### src/rtl/elr_pkg.sv
`default_nettype none

package elr_pkg;

	// field widths
	localparam int RADIUS_BITS = 10;
	localparam int COORD_BITS  = 11;
	localparam int PIX_BITS    = COORD_BITS + 2;
	// accumulators never wrap at this width
	localparam int ACC_BITS    = 3 * RADIUS_BITS + 4;
	localparam int SQ_BITS     = 2 * RADIUS_BITS;
	// signed walk position, one past the semi-axis either way
	localparam int WALK_BITS   = RADIUS_BITS + 2;
	// multiplier operands and product
	localparam int MUL_A_BITS  = SQ_BITS + 1;
	localparam int MUL_B_BITS  = RADIUS_BITS + 2;
	localparam int PROD_BITS   = MUL_A_BITS + MUL_B_BITS;

	// command codes of the input item
	localparam logic CMD_START = 1'b0;
	localparam logic CMD_STEP  = 1'b1;

	// index of the fourth mirrored pixel
	localparam logic [1:0] PIX_LAST = 2'd3;

	// multiplier jobs of the start setup
	typedef enum logic [2:0] {
		MUL_NONE,
		MUL_SQ_A,
		MUL_SQ_B,
		MUL_X_DELTA,
		MUL_STOP_X,
		MUL_Y_DELTA2,
		MUL_STOP_Y2
	} mul_op_t;

	// walk update phases of a step
	typedef enum logic [1:0] {
		UPD_NONE,
		UPD_ADVANCE,
		UPD_ADJUST,
		UPD_REGION
	} upd_op_t;

	typedef struct packed {
		logic       load_start;
		mul_op_t    mul_op;
		upd_op_t    upd_op;
		logic       load_pix;
		logic [1:0] pix_idx;
	} ctl_cmd_t;

	typedef struct packed {
		logic walking;
	} dp_status_t;

endpackage

`default_nettype wire

### src/rtl/elr_ctrl.sv
`default_nettype none

module elr_ctrl (
	input  wire logic                clk,
	input  wire logic                arst_n,
	input  wire logic                in_valid,
	output logic                     in_stall,
	input  wire logic                cmd,
	output logic                     out_valid,
	input  wire logic                out_stall,
	input  wire elr_pkg::dp_status_t status,
	output elr_pkg::ctl_cmd_t        ctl
);

	typedef enum logic [3:0] {
		S_WAIT,
		S_M1,
		S_M2,
		S_M3,
		S_M4,
		S_M5,
		S_M6,
		S_U1,
		S_U2,
		S_U3,
		S_EMIT
	} state_t;

	state_t     state_q;
	logic [1:0] pix_idx_q;
	logic       out_valid_q;
	logic       slot_free;

	assign in_stall  = (state_q != S_WAIT);
	assign out_valid = out_valid_q;
	assign slot_free = !out_valid_q || !out_stall;

	// decode datapath commands from the state
	always_comb begin
		ctl            = '0;
		ctl.mul_op     = elr_pkg::MUL_NONE;
		ctl.upd_op     = elr_pkg::UPD_NONE;
		ctl.pix_idx    = pix_idx_q;
		case (state_q)
			S_WAIT: ctl.load_start = in_valid && (cmd == elr_pkg::CMD_START);
			S_M1:   ctl.mul_op = elr_pkg::MUL_SQ_A;
			S_M2:   ctl.mul_op = elr_pkg::MUL_SQ_B;
			S_M3:   ctl.mul_op = elr_pkg::MUL_X_DELTA;
			S_M4:   ctl.mul_op = elr_pkg::MUL_STOP_X;
			S_M5:   ctl.mul_op = elr_pkg::MUL_Y_DELTA2;
			S_M6:   ctl.mul_op = elr_pkg::MUL_STOP_Y2;
			S_U1:   ctl.upd_op = elr_pkg::UPD_ADVANCE;
			S_U2:   ctl.upd_op = elr_pkg::UPD_ADJUST;
			S_U3:   ctl.upd_op = elr_pkg::UPD_REGION;
			S_EMIT: ctl.load_pix = slot_free;
			default: ;
		endcase
	end

	// sequence setup, walk update and pixel output
	always_ff @(posedge clk or negedge arst_n) begin
		if (!arst_n) begin
			state_q     <= S_WAIT;
			pix_idx_q   <= '0;
			out_valid_q <= 1'b0;
		end else begin
			case (state_q)
				S_WAIT: begin
					pix_idx_q <= '0;
					if (in_valid) begin
						if (cmd == elr_pkg::CMD_START) state_q <= S_M1;
						else if (status.walking) state_q <= S_U1;
					end
				end
				S_M1: state_q <= S_M2;
				S_M2: state_q <= S_M3;
				S_M3: state_q <= S_M4;
				S_M4: state_q <= S_M5;
				S_M5: state_q <= S_M6;
				S_M6: state_q <= S_WAIT;
				S_U1: state_q <= S_U2;
				S_U2: state_q <= S_U3;
				S_U3: state_q <= S_EMIT;
				S_EMIT: begin
					if (slot_free) begin
						pix_idx_q <= pix_idx_q + 2'd1;
						if (pix_idx_q == elr_pkg::PIX_LAST) state_q <= S_WAIT;
					end
				end
				default: state_q <= S_WAIT;
			endcase
			// raise valid on each pixel load, drop it once the transfer is taken
			if (ctl.load_pix) out_valid_q <= 1'b1;
			else if (!out_stall) out_valid_q <= 1'b0;
		end
	end

endmodule

`default_nettype wire

### src/rtl/elr_dpath.sv
`default_nettype none

module elr_dpath (
	input  wire logic                                  clk,
	input  wire logic                                  arst_n,
	input  wire elr_pkg::ctl_cmd_t                     ctl,
	output elr_pkg::dp_status_t                        status,
	input  wire logic [elr_pkg::COORD_BITS-1:0]        center_x,
	input  wire logic [elr_pkg::COORD_BITS-1:0]        center_y,
	input  wire logic [elr_pkg::RADIUS_BITS-1:0]       radius_x,
	input  wire logic [elr_pkg::RADIUS_BITS-1:0]       radius_y,
	output logic signed [elr_pkg::PIX_BITS-1:0]        pixel_x,
	output logic signed [elr_pkg::PIX_BITS-1:0]        pixel_y,
	output logic                                       last_of_step,
	output logic                                       ellipse_done
);

	localparam int R   = elr_pkg::RADIUS_BITS;
	localparam int C   = elr_pkg::COORD_BITS;
	localparam int A   = elr_pkg::ACC_BITS;
	localparam int W   = elr_pkg::WALK_BITS;
	localparam int P   = elr_pkg::PIX_BITS;
	localparam int SQ  = elr_pkg::SQ_BITS;
	localparam int TW  = A + 2;
	localparam int SUM = ((P > W) ? P : W) + 1;

	typedef enum logic [1:0] {
		PH_IDLE,
		PH_ONE,
		PH_TWO,
		PH_DONE
	} phase_t;

	phase_t                          phase_q;
	logic                            done_q;
	logic [C-1:0]                    center_col_q, center_row_q;
	logic [R-1:0]                    semi_a_q, semi_b_q;
	logic [SQ-1:0]                   sq_a_q, sq_b_q;
	logic signed [A-1:0]             x_delta_q, y_delta_q, err_q;
	logic signed [A-1:0]             stop_x_q, stop_y_q;
	logic signed [A-1:0]             y_delta2_q, stop_y2_q;
	logic signed [W-1:0]             walk_x_q, walk_y_q, pos_x_q, pos_y_q;
	logic signed [P-1:0]             pixel_x_q, pixel_y_q;
	logic                            last_q, pix_done_q;

	logic signed [elr_pkg::MUL_A_BITS-1:0] mul_a;
	logic signed [elr_pkg::MUL_B_BITS-1:0] mul_b;
	logic signed [elr_pkg::PROD_BITS-1:0]  prod;
	logic signed [A-1:0]             prod_acc, prod_dbl;
	logic signed [A-1:0]             twice_a, twice_b, sq_b_acc;
	logic signed [TW-1:0]            test_x, test_y;
	logic                            adj_x, adj_y;
	logic [SUM-1:0]                  cx_ext, cy_ext, px_ext, py_ext;
	logic [SUM-1:0]                  sum_x, sum_y;

	assign status.walking = (phase_q == PH_ONE) || (phase_q == PH_TWO);

	// select multiplier operands for each setup job
	always_comb begin
		mul_a = '0;
		mul_b = '0;
		case (ctl.mul_op)
			elr_pkg::MUL_SQ_A: begin
				mul_a = $signed(elr_pkg::MUL_A_BITS'(semi_a_q));
				mul_b = $signed(elr_pkg::MUL_B_BITS'(semi_a_q));
			end
			elr_pkg::MUL_SQ_B: begin
				mul_a = $signed(elr_pkg::MUL_A_BITS'(semi_b_q));
				mul_b = $signed(elr_pkg::MUL_B_BITS'(semi_b_q));
			end
			elr_pkg::MUL_X_DELTA: begin
				mul_a = $signed(elr_pkg::MUL_A_BITS'(sq_b_q));
				mul_b = $signed(elr_pkg::MUL_B_BITS'(1) - {1'b0, semi_a_q, 1'b0});
			end
			elr_pkg::MUL_STOP_X: begin
				mul_a = $signed(elr_pkg::MUL_A_BITS'(sq_b_q));
				mul_b = $signed(elr_pkg::MUL_B_BITS'(semi_a_q));
			end
			elr_pkg::MUL_Y_DELTA2: begin
				mul_a = $signed(elr_pkg::MUL_A_BITS'(sq_a_q));
				mul_b = $signed(elr_pkg::MUL_B_BITS'(1) - {1'b0, semi_b_q, 1'b0});
			end
			elr_pkg::MUL_STOP_Y2: begin
				mul_a = $signed(elr_pkg::MUL_A_BITS'(sq_a_q));
				mul_b = $signed(elr_pkg::MUL_B_BITS'(semi_b_q));
			end
			default: ;
		endcase
	end

	assign prod     = mul_a * mul_b;
	assign prod_acc = A'(prod);
	assign prod_dbl = $signed(A'({prod, 1'b0}));

	assign twice_a  = $signed(A'({sq_a_q, 1'b0}));
	assign twice_b  = $signed(A'({sq_b_q, 1'b0}));
	assign sq_b_acc = $signed(A'(sq_b_q));

	// midpoint tests 2*err + delta > 0
	assign test_x = ($signed({{2{err_q[A-1]}}, err_q}) <<< 1)
	              + $signed({{2{x_delta_q[A-1]}}, x_delta_q});
	assign test_y = ($signed({{2{err_q[A-1]}}, err_q}) <<< 1)
	              + $signed({{2{y_delta_q[A-1]}}, y_delta_q});
	assign adj_x  = !test_x[TW-1] && (test_x != '0);
	assign adj_y  = !test_y[TW-1] && (test_y != '0);

	// mirror the captured position about the center
	assign cx_ext = {{(SUM-C){1'b0}}, center_col_q};
	assign cy_ext = {{(SUM-C){1'b0}}, center_row_q};
	assign px_ext = {{(SUM-W){pos_x_q[W-1]}}, pos_x_q};
	assign py_ext = {{(SUM-W){pos_y_q[W-1]}}, pos_y_q};
	assign sum_x  = ctl.pix_idx[0] ? (cx_ext - px_ext) : (cx_ext + px_ext);
	assign sum_y  = (ctl.pix_idx[0] ^ ctl.pix_idx[1]) ? (cy_ext - py_ext)
	                                                   : (cy_ext + py_ext);

	assign pixel_x      = pixel_x_q;
	assign pixel_y      = pixel_y_q;
	assign last_of_step = last_q;
	assign ellipse_done = pix_done_q;

	// hold walk phase and final-step flag
	always_ff @(posedge clk or negedge arst_n) begin
		if (!arst_n) begin
			phase_q <= PH_IDLE;
			done_q  <= 1'b0;
		end else begin
			if (ctl.load_start) begin
				phase_q <= PH_ONE;
			end else if (ctl.upd_op == elr_pkg::UPD_ADVANCE) begin
				done_q <= 1'b0;
			end else if (ctl.upd_op == elr_pkg::UPD_REGION) begin
				if (phase_q == PH_ONE) begin
					if ((stop_x_q < stop_y_q) || (sq_a_q == '0)) phase_q <= PH_TWO;
				end else if ((stop_x_q > stop_y_q) || (sq_b_q == '0)) begin
					phase_q <= PH_DONE;
					done_q  <= 1'b1;
				end
			end
		end
	end

	// load setup, advance the error walk, register output pixels
	always_ff @(posedge clk) begin
		if (ctl.load_start) begin
			center_col_q <= center_x;
			center_row_q <= center_y;
			semi_a_q     <= radius_x;
			semi_b_q     <= radius_y;
			walk_x_q     <= $signed(W'(radius_x));
			walk_y_q     <= '0;
			err_q        <= '0;
			stop_y_q     <= '0;
		end
		case (ctl.mul_op)
			elr_pkg::MUL_SQ_A: begin
				sq_a_q    <= prod[SQ-1:0];
				y_delta_q <= prod_acc;
			end
			elr_pkg::MUL_SQ_B:     sq_b_q     <= prod[SQ-1:0];
			elr_pkg::MUL_X_DELTA:  x_delta_q  <= prod_acc;
			elr_pkg::MUL_STOP_X:   stop_x_q   <= prod_dbl;
			elr_pkg::MUL_Y_DELTA2: y_delta2_q <= prod_acc;
			elr_pkg::MUL_STOP_Y2:  stop_y2_q  <= prod_dbl;
			default: ;
		endcase
		case (ctl.upd_op)
			elr_pkg::UPD_ADVANCE: begin
				pos_x_q <= walk_x_q;
				pos_y_q <= walk_y_q;
				if (phase_q == PH_ONE) begin
					walk_y_q  <= walk_y_q + W'(1);
					stop_y_q  <= stop_y_q + twice_a;
					err_q     <= err_q + y_delta_q;
					y_delta_q <= y_delta_q + twice_a;
				end else begin
					walk_x_q  <= walk_x_q + W'(1);
					stop_x_q  <= stop_x_q + twice_b;
					err_q     <= err_q + x_delta_q;
					x_delta_q <= x_delta_q + twice_b;
				end
			end
			elr_pkg::UPD_ADJUST: begin
				if (phase_q == PH_ONE) begin
					if (adj_x) begin
						walk_x_q  <= walk_x_q - W'(1);
						stop_x_q  <= stop_x_q - twice_b;
						err_q     <= err_q + x_delta_q;
						x_delta_q <= x_delta_q + twice_b;
					end
				end else if (adj_y) begin
					walk_y_q  <= walk_y_q - W'(1);
					stop_y_q  <= stop_y_q - twice_a;
					err_q     <= err_q + y_delta_q;
					y_delta_q <= y_delta_q + twice_a;
				end
			end
			elr_pkg::UPD_REGION: begin
				if ((phase_q == PH_ONE) && ((stop_x_q < stop_y_q) || (sq_a_q == '0))) begin
					walk_x_q  <= '0;
					walk_y_q  <= $signed(W'(semi_b_q));
					x_delta_q <= sq_b_acc;
					y_delta_q <= y_delta2_q;
					err_q     <= '0;
					stop_x_q  <= '0;
					stop_y_q  <= stop_y2_q;
				end
			end
			default: ;
		endcase
		if (ctl.load_pix) begin
			pixel_x_q  <= $signed(sum_x[P-1:0]);
			pixel_y_q  <= $signed(sum_y[P-1:0]);
			last_q     <= (ctl.pix_idx == elr_pkg::PIX_LAST);
			pix_done_q <= done_q;
		end
	end

endmodule

`default_nettype wire

### src/rtl/ellipse_rasterizer.sv
// Start item: accepted, then six setup steps on the shared
//   multiplier (one product per cycle); the input stalls until setup ends.
// Step item: three walk-update steps, then four pixels through one output
//   register; the input stalls until the last pixel is loaded, and
//   back-pressure holds each pixel. Steps while idle or done give no pixels.
// Reset (arst_n low, asynchronous) returns the block to idle with no output.
`default_nettype none

module ellipse_rasterizer (
	input  wire logic                                  clk,
	input  wire logic                                  arst_n,
	input  wire logic                                  in_valid,
	output logic                                       in_stall,
	input  wire logic                                  cmd,
	input  wire logic [elr_pkg::COORD_BITS-1:0]        center_x,
	input  wire logic [elr_pkg::COORD_BITS-1:0]        center_y,
	input  wire logic [elr_pkg::RADIUS_BITS-1:0]       radius_x,
	input  wire logic [elr_pkg::RADIUS_BITS-1:0]       radius_y,
	output logic                                       out_valid,
	input  wire logic                                  out_stall,
	output logic signed [elr_pkg::PIX_BITS-1:0]        pixel_x,
	output logic signed [elr_pkg::PIX_BITS-1:0]        pixel_y,
	output logic                                       last_of_step,
	output logic                                       ellipse_done
);

	elr_pkg::ctl_cmd_t   ctl;
	elr_pkg::dp_status_t status;

	elr_ctrl u_ctrl (
		.clk       (clk),
		.arst_n    (arst_n),
		.in_valid  (in_valid),
		.in_stall  (in_stall),
		.cmd       (cmd),
		.out_valid (out_valid),
		.out_stall (out_stall),
		.status    (status),
		.ctl       (ctl)
	);

	elr_dpath u_dpath (
		.clk          (clk),
		.arst_n       (arst_n),
		.ctl          (ctl),
		.status       (status),
		.center_x     (center_x),
		.center_y     (center_y),
		.radius_x     (radius_x),
		.radius_y     (radius_y),
		.pixel_x      (pixel_x),
		.pixel_y      (pixel_y),
		.last_of_step (last_of_step),
		.ellipse_done (ellipse_done)
	);

	// a start transfer always enters setup
	a_start_busy: assert property (@(posedge clk) disable iff (!arst_n)
		in_valid && !in_stall && (cmd == elr_pkg::CMD_START) |=> in_stall)
		else $error("start transfer did not enter setup");

	// no new item while a step still has pixels to give
	a_step_open: assert property (@(posedge clk) disable iff (!arst_n)
		out_valid && !last_of_step |-> in_stall)
		else $error("input open in the middle of a step");

	// the done flag is the same on all four pixels of a step
	a_done_even: assert property (@(posedge clk) disable iff (!arst_n)
		out_valid && !out_stall && !last_of_step |=> ellipse_done == $past(ellipse_done))
		else $error("done flag changed within a step");

endmodule

`default_nettype wire
### config.mk
export PLATFORM = sky130hd
export DESIGN_NAME = ellipse_rasterizer
export DESIGN_NICKNAME = d
export VERILOG_FILES = /design/src/rtl/elr_pkg.sv /design/src/rtl/elr_ctrl.sv /design/src/rtl/elr_dpath.sv /design/src/rtl/ellipse_rasterizer.sv
export SDC_FILE = /design/constraint.sdc
export NUM_CORES = 2
export LEC_CHECK = 0
export ABC_CLOCK_PERIOD_IN_PS = 10300
export BUFFER_PORTS_ARGS = -buffer_cell sky130_fd_sc_hd__buf_2
export CAP_MARGIN = 10
export CORE_MARGIN = 2
export CORE_UTILIZATION = 50
export CTS_CLUSTER_SIZE = 20
export DETAILED_ROUTE_END_ITERATION = 12
export HOLD_SLACK_MARGIN = 0.08
export PLACE_DENSITY = 0.75
export SYNTH_ARGS = -nofsm -noshare
export SYNTH_HDL_FRONTEND = slang
export SYNTH_SLANG_ARGS = --single-unit
export TNS_END_PERCENT = 10
### constraint.sdc
create_clock -name clk -period 10.3 [get_ports clk]
set_input_delay 3.09 -clock clk [delete_from_list [all_inputs] [get_ports clk]]
set_output_delay 3.09 -clock clk [all_outputs]
set_load 0.02 [all_outputs]
# Yosys cells after proc, flatten, opt, wreduce, memory -nomap -nowiden
# Cells that the tools add are included.
# op_classes
add_sub_neg,21
magnitude_cmp,2
muxes,71
n_reduce_logical,31
shift,0
eq_ne,30
n_div,0
mul,1
bitwise,3
# ops
operator,count
$mux W34,26
$pmux W34 S3,5
$add A34 B22 Y34,4
$mux W12,10
$pmux W20 S4,1
$add A35 B34 Y36,2
$pmux W12 S3,2
$reduce_bool A36 Y1,2
$add A34 B34 Y34,2
$sub A34 B22 Y34,2
$pmux W12 S4,1
$logic_not A20 Y1,2
$pmux W4 S10,1
$gt A34 B34 Y1,1
$lt A34 B34 Y1,1
$mul A21 B12 Y33,1
$add A12 B12 Y13,2
$mux W13,2
$sub A12 B12 Y13,2
$add A12 B2 Y12 const B,2
$sub A1 B11 Y12 const A,2
$sub A12 B2 Y12 const B,2
$mux W4,5
$pmux W3 S6,1
29 further kinds,78
# word_totals
inputBits,47
elab_cells,185
latchBits,0
ram_bits,0
regBits,404
rom_bits,0
mem_count,0
out_inout_bits,30

# Logic depth before layout (Yosys ltp)
# logic_depth
ltp_word,10
ltp_mapped,34
mapped_depth_nobuf,32

# Hierarchy
# From an unflattened synthesis, not the netlist that was laid out.
# hier_totals
cells_unflattened,5087
hier_area_um2,42214.2
# modules_own_cells
module,seq_area_each_um2,cells_per_inst,n_inst,area_per_inst_um2
elr_dpath,10004.6,5033,1,41735.0
elr_ctrl,175.2,54,1,479.2

# Worst setup path before layout
# OpenSTA, ideal clock, no wires.
# synth_timing
path_kind,register to register
start,register u_ctrl.state_q[3]
end,register u_dpath.y_delta_q[30]
setup_time_ns,0.075
required_ns,10.225
stages_incl_launch_ff,30
n_path_buf,3
arrival_time_ns,7.858
setup_slack_ns,2.367
synth_period_minus_slack_ns,7.933
path_cell_list,dfrtp_1 clkbuf_1 nor2b_1 nand2_1 inv_1 clkbuf_1 nand2_1 nand2_1 clkbuf_1 nand2_1 fa_1 fa_1 fa_1 inv_1 fa_1 inv_1 fa_1 inv_1 ha_1 nor2b_1 a311o_1 a21oi_1 o211ai_1 nor4b_1 or3_1 a31o_2 a21oi_1 xnor2_1 mux2i_1 o21ai_0
# synth_via
elab_chain_len,10
elab_cells_between_ends,33
cone_classes,mul (1); eq/ne (18); mux (10); reduce/logical (4)
# synth_lines
item,line,text
from (decl),elr_ctrl.sv:29,state_t state_q;
from (signal assigned),elr_ctrl.sv:63,state_q <= S_WAIT;
from (signal assigned),elr_ctrl.sv:71,if (cmd == elr_pkg::CMD_START) state_q <= S_M1;
from (signal assigned),elr_ctrl.sv:72,else if (status.walking) state_q <= S_U1;
"$eq A4 B3 Y1, or another cell as far along",elr_ctrl.sv:44,case (state_q)
$pmux W3 S6 (*),elr_ctrl.sv:44,
"$eq A3 B3 Y1, or another cell as far along",elr_dpath.sv:62,case (ctl.mul_op)
$reduce_or A2 Y1 (no line),-,
$pmux W20 S4 or $pmux W12 S4 (tied branches),elr_dpath.sv:62,
$mul A21 B12 Y33 (*),elr_dpath.sv:91,assign prod = mul_a * mul_b;
net u_dpath.prod (one bit),elr_dpath.sv:48,logic signed [elr_pkg::PROD_BITS-1:0] prod;
$mux W34 (*),elr_dpath.sv:154,case (ctl.mul_op)
$mux W34,elr_dpath.sv:190,end else if (adj_y) begin
$mux W34,elr_dpath.sv:183,if (phase_q == PH_ONE) begin
$pmux W34 S3 (*),elr_dpath.sv:166,case (ctl.upd_op)
to (signal assigned),elr_dpath.sv:157,y_delta_q <= prod_acc;
to (signal assigned),elr_dpath.sv:174,y_delta_q <= y_delta_q + twice_a;
to (signal assigned),elr_dpath.sv:194,y_delta_q <= y_delta_q + twice_a;
to (decl),elr_dpath.sv:39,"logic signed [A-1:0] x_delta_q, y_delta_q, err_q;"
# The timed path passes the listed nets; every way through them passes the cells marked *.
# A chain may end at the register's enable or synchronous reset.

# Worst setup path in the final report
# layout_timing
start,register u_ctrl.state_q[1]
end,register u_dpath.y_delta_q[26]
# Same word-level chain as after synthesis.

==> results.txt <==
----------------------------------------------------
[Outcome]
  Status ... finished clean

[Hold path]
  Hold wc startpoint ... u_dpath.y_delta2_q[20]
  Number of cells on the worst hold path ... 2
  Endpoint with the worst hold slack ... u_dpath.y_delta_q[20]
  Worst hold path type ... reg2reg

[GRT]
  Total routing resource utilization after global routing ... between 30% and 40%
  Largest net degree at the start of global routing ... 59
  Initial antenna violation count ... 5
  Via count of the first global-routing pass ... ~36000
  First-pass GRT wire length ... about 210000 um
  Sum of overflow across all layers after global routing ... 0

[Floorplan]
  Site Rows ... between 100 and 150
  Area inside the core boundary ... between 0.08 and 0.09 mm^2
  Overall die area ... approximately 0.086 mm^2
  X dimension of the die ... 293 um
  Starting utilization of the core area ... 50.6%
  Die span in y ... 293 um
  Boundary Pins ... slightly below 80

[Timing]
  Minimum clock period ... 9330 ps
  Final Hold Vio Count ... 0
  Setup total negative slack ... 0 ps
  Max-slew violation count ... 0
  Largest clock skew in the final design ... around 27 ps
  Share of the clock period used by the worst path ... between 90% and 100%
  Tightest Pin Transition ... about 1300 ps
  Upper clock frequency limit ... approximately 110 MHz
  Relative max-transition margin ... 15.1%
  Setup violation total in the final timing report ... 0
  RSZ-0062 raised after global routing ... false

[Setup path]
  Largest driver fanout on the critical path ... 42
  Kind of critical path ... reg2reg
  Worst Setup Start Kind ... flip-flop
  Reg2Reg Capture Point ... u_dpath.y_delta_q[26]
  Required time of the critical path ... 10810 ps
  Critical path endpoint category ... flip-flop
  Setup slack of the most critical reg-to-reg path ... a little under 1000 ps
  Beginning of the worst register-to-register path ... u_ctrl.state_q[1]
  R2R depth ... 27
  Crit path arrival time ... between 9000 and 10000 ps

[Job]
  Max-capacitance violation count ... 0

[Logic synthesis]
  Cell type with the highest aggregate area in the netlist ... edfxtp_1
  Cell area after technology mapping ... around 0.042 mm^2
  Count of state elements after synthesis ... 404
  EDFF count, synth ... just over 200
  Proportion of register bits with asynchronous set or reset after synthesis ... around 2.5%
  Gate count after technology mapping ... around 5000
  Seq/Total Area, Yosys ... approximately a quarter
  Top cells by area in the synthesized netlist ... edfxtp_1 (15%), ha_1 (12%), fa_1 (9.3%)
  Yosys top cell area share ... between 10% and 20%
  Count of yosys warnings during synthesis ... 0
  Post-synth top flop ... edfxtp_1
  Synth Area per Inst ... 8.41 um^2
  Leading post-synthesis cells by instance count ... inv_1 (469), nand2_1 (459), ha_1 (410)
  Most common cell in the synthesized netlist ... inv_1
  Syn Nets ... 5603
  Synth unique cells ... between 100 and 150

[Cells and area]
  Signed area change from the synthesized netlist to the final layout ... 7.29%
  Fraction of layout instances using a drive strength above 1 ... under 10%
  Final nets ... 5594
  Non-Filler Instances ... roughly 6000
  Post-layout instance area ... between 0.04 and 0.05 mm^2

[Clock network]
  Clock latency on the worst-skew pair ... ~620 ps
  CTS tree ... yes
  Number of clock buffers inserted by TritonCTS ... 47
  Clock transition at the registers of the reported paths ... ~60 ps
  Post-cts hold buffer count ... 0
  Clock Tree Buf Depth ... 3
  Post-CTS Setup Inserts ... 0
  Clock root cell ... clkbuf_16
  Count of cells resized by post-cts repair ... 0
  H-tree levels ... 2
  Num Clock Sinks ... 404

[Routing]
  Routed wire length ... about 140000 um
  Iteration-0 DRC count of the detailed router ... approximately 4800
  Average detailed-routed wire length per instance ... roughly 23 um
  Number of DRC violations after detailed routing ... 0
  DRT Pass-1 Iters ... 8
  Vias per cell ... roughly 6.5
  Routed Antenna Nets ... 0
  Vias after detailed routing ... approximately 40000

[Placed design]
  Port bufs ... between 70 and 80
  Area of placed instances ... 0.0431 mm^2
  DP Cell Count ... approximately 6000
  Half-perimeter wire length after placement ... approximately 110000 um
  Routability congestion estimate from global placement ... around 1.0

----------------------------------------------------
## final cells by class
class,instances,area (um^2)
inverters,474,1780
flip-flops and latches,404,10200
repair buffers,138,866
multi-input cells,3879,28900
diodes,2,5.00
clock inverters,30,312
fillers,7523,37600
well taps,1070,1340
clock buffers,58,1250
## kinds of logic (layout without fill, tap and decap cells)
group / Yosys count / in the layout / synth area share [%]
muxes: 43 / 43 / 1.04
AOI/OAI and AO/OA: 1491 / 1491 / 24.4
DFF: 404 / 404 / 24.5
buffers and inverters: 670 / 700 / 6.25
other: 0 / 2 / 0
and+or+nand+nor: 1486 / 1486 / 16.9
adders and majority gates: 603 / 603 / 21.6
xor gates and xnor gates: 256 / 256 / 5.39
## critical path, cell delays in order (launching register included)
cell and delay, ps:
dfrtp_1 770, nor2_1 220, nand2_1 110, buf_4 390, nand2_1 350, a222oi_1 480, nand2_1 650, nand2_1 310
fa_1 460, fa_1 520, inv_1 60, fa_1 480, fa_1 490, inv_1 50, fa_1 490, inv_1 50
ha_1 360, nand3_1 170, nor2_1 280, nand2_1 110, o211ai_1 230, nor4b_1 610, o311ai_0 230, nand2_1 110
a21oi_1 80, xnor2_1 780, mux2i_1 170, o221ai_1 200
## layer usage
metal	GRT usage [%]	up-vias	part of all wire, %
li1	-	18000	-
met1	43.7	18808	40
met2	47.9	2308	42
met3	8.91	394	13
met4	13.5	2	4.8
met5	0	-	0.016
## worst max path at each step
stage | start | endpoint | cells past startpoint
after global routing | u_ctrl.state_q[1] | u_dpath.stop_x_q[31] | 25
after global placement | u_ctrl.state_q[1] | u_dpath.x_delta_q[30] | 25
after detailed placement | u_ctrl.state_q[1] | u_dpath.y_delta_q[26] | 25
after CTS | u_ctrl.state_q[1] | u_dpath.y_delta_q[26] | 25
final | u_ctrl.state_q[1] | u_dpath.y_delta_q[26] | 27
after floorplan | u_ctrl.state_q[3] | u_dpath.y_delta_q[30] | 29
## stage by stage
step                hold WS [ps]  util (%)  setup slack [ps]
global placement             424      52.4              1430
floorplan                    406         -              2370
detailed placement           422      52.4              1230
finish                       446      54.3               972
CTS                          444      54.3              1210
global route                 464      54.3               527
## flip-flops by register name (all words and copies together) (netlist names), 13 cells and up
signal and cells:
u_dpath.err_q 34, u_dpath.y_delta_q 34, u_dpath.stop_x_q 34, u_dpath.sq_b_q 20, u_dpath.x_delta_q 34, u_dpath.stop_y2_q 33, u_dpath.pixel_x 13, u_dpath.y_delta2_q 33
u_dpath.sq_a_q 20, u_dpath.pixel_y 13, u_dpath.stop_y_q 34
## cells in the final DEF (no fill, tap or decap), drive strengths merged, types with 36 or more instances in the layout
cell type | Yosys | routed
and2 | 55 | 55
a21oi | 390 | 390
a22oi | 60 | 60
nor4 | 36 | 36
dfxtp | 190 | 190
o21a | 49 | 49
o21bai | 42 | 42
clkbuf | 146 | 58
o221ai | 39 | 39
ha | 410 | 410
a21o | 119 | 119
nand2b | 59 | 59
mux2i | 42 | 42
inv | 471 | 475
and3 | 46 | 46
nor2 | 381 | 381
fa | 193 | 193
nor2b | 42 | 42
buf | 50 | 138
o22ai | 46 | 46
nand2 | 460 | 460
nor3 | 121 | 121
o211ai | 42 | 42
or3 | 55 | 55
a221o | 59 | 59
a211oi | 58 | 58
nand4 | 44 | 44
xnor2 | 174 | 174
xor2 | 82 | 82
o21ai | 267 | 267
a221oi | 36 | 36
edfxtp | 204 | 204
nand3 | 103 | 103
Power is not shown: default switching activity piles up to over one toggle a cycle in this logic, so the estimate is an artifact.
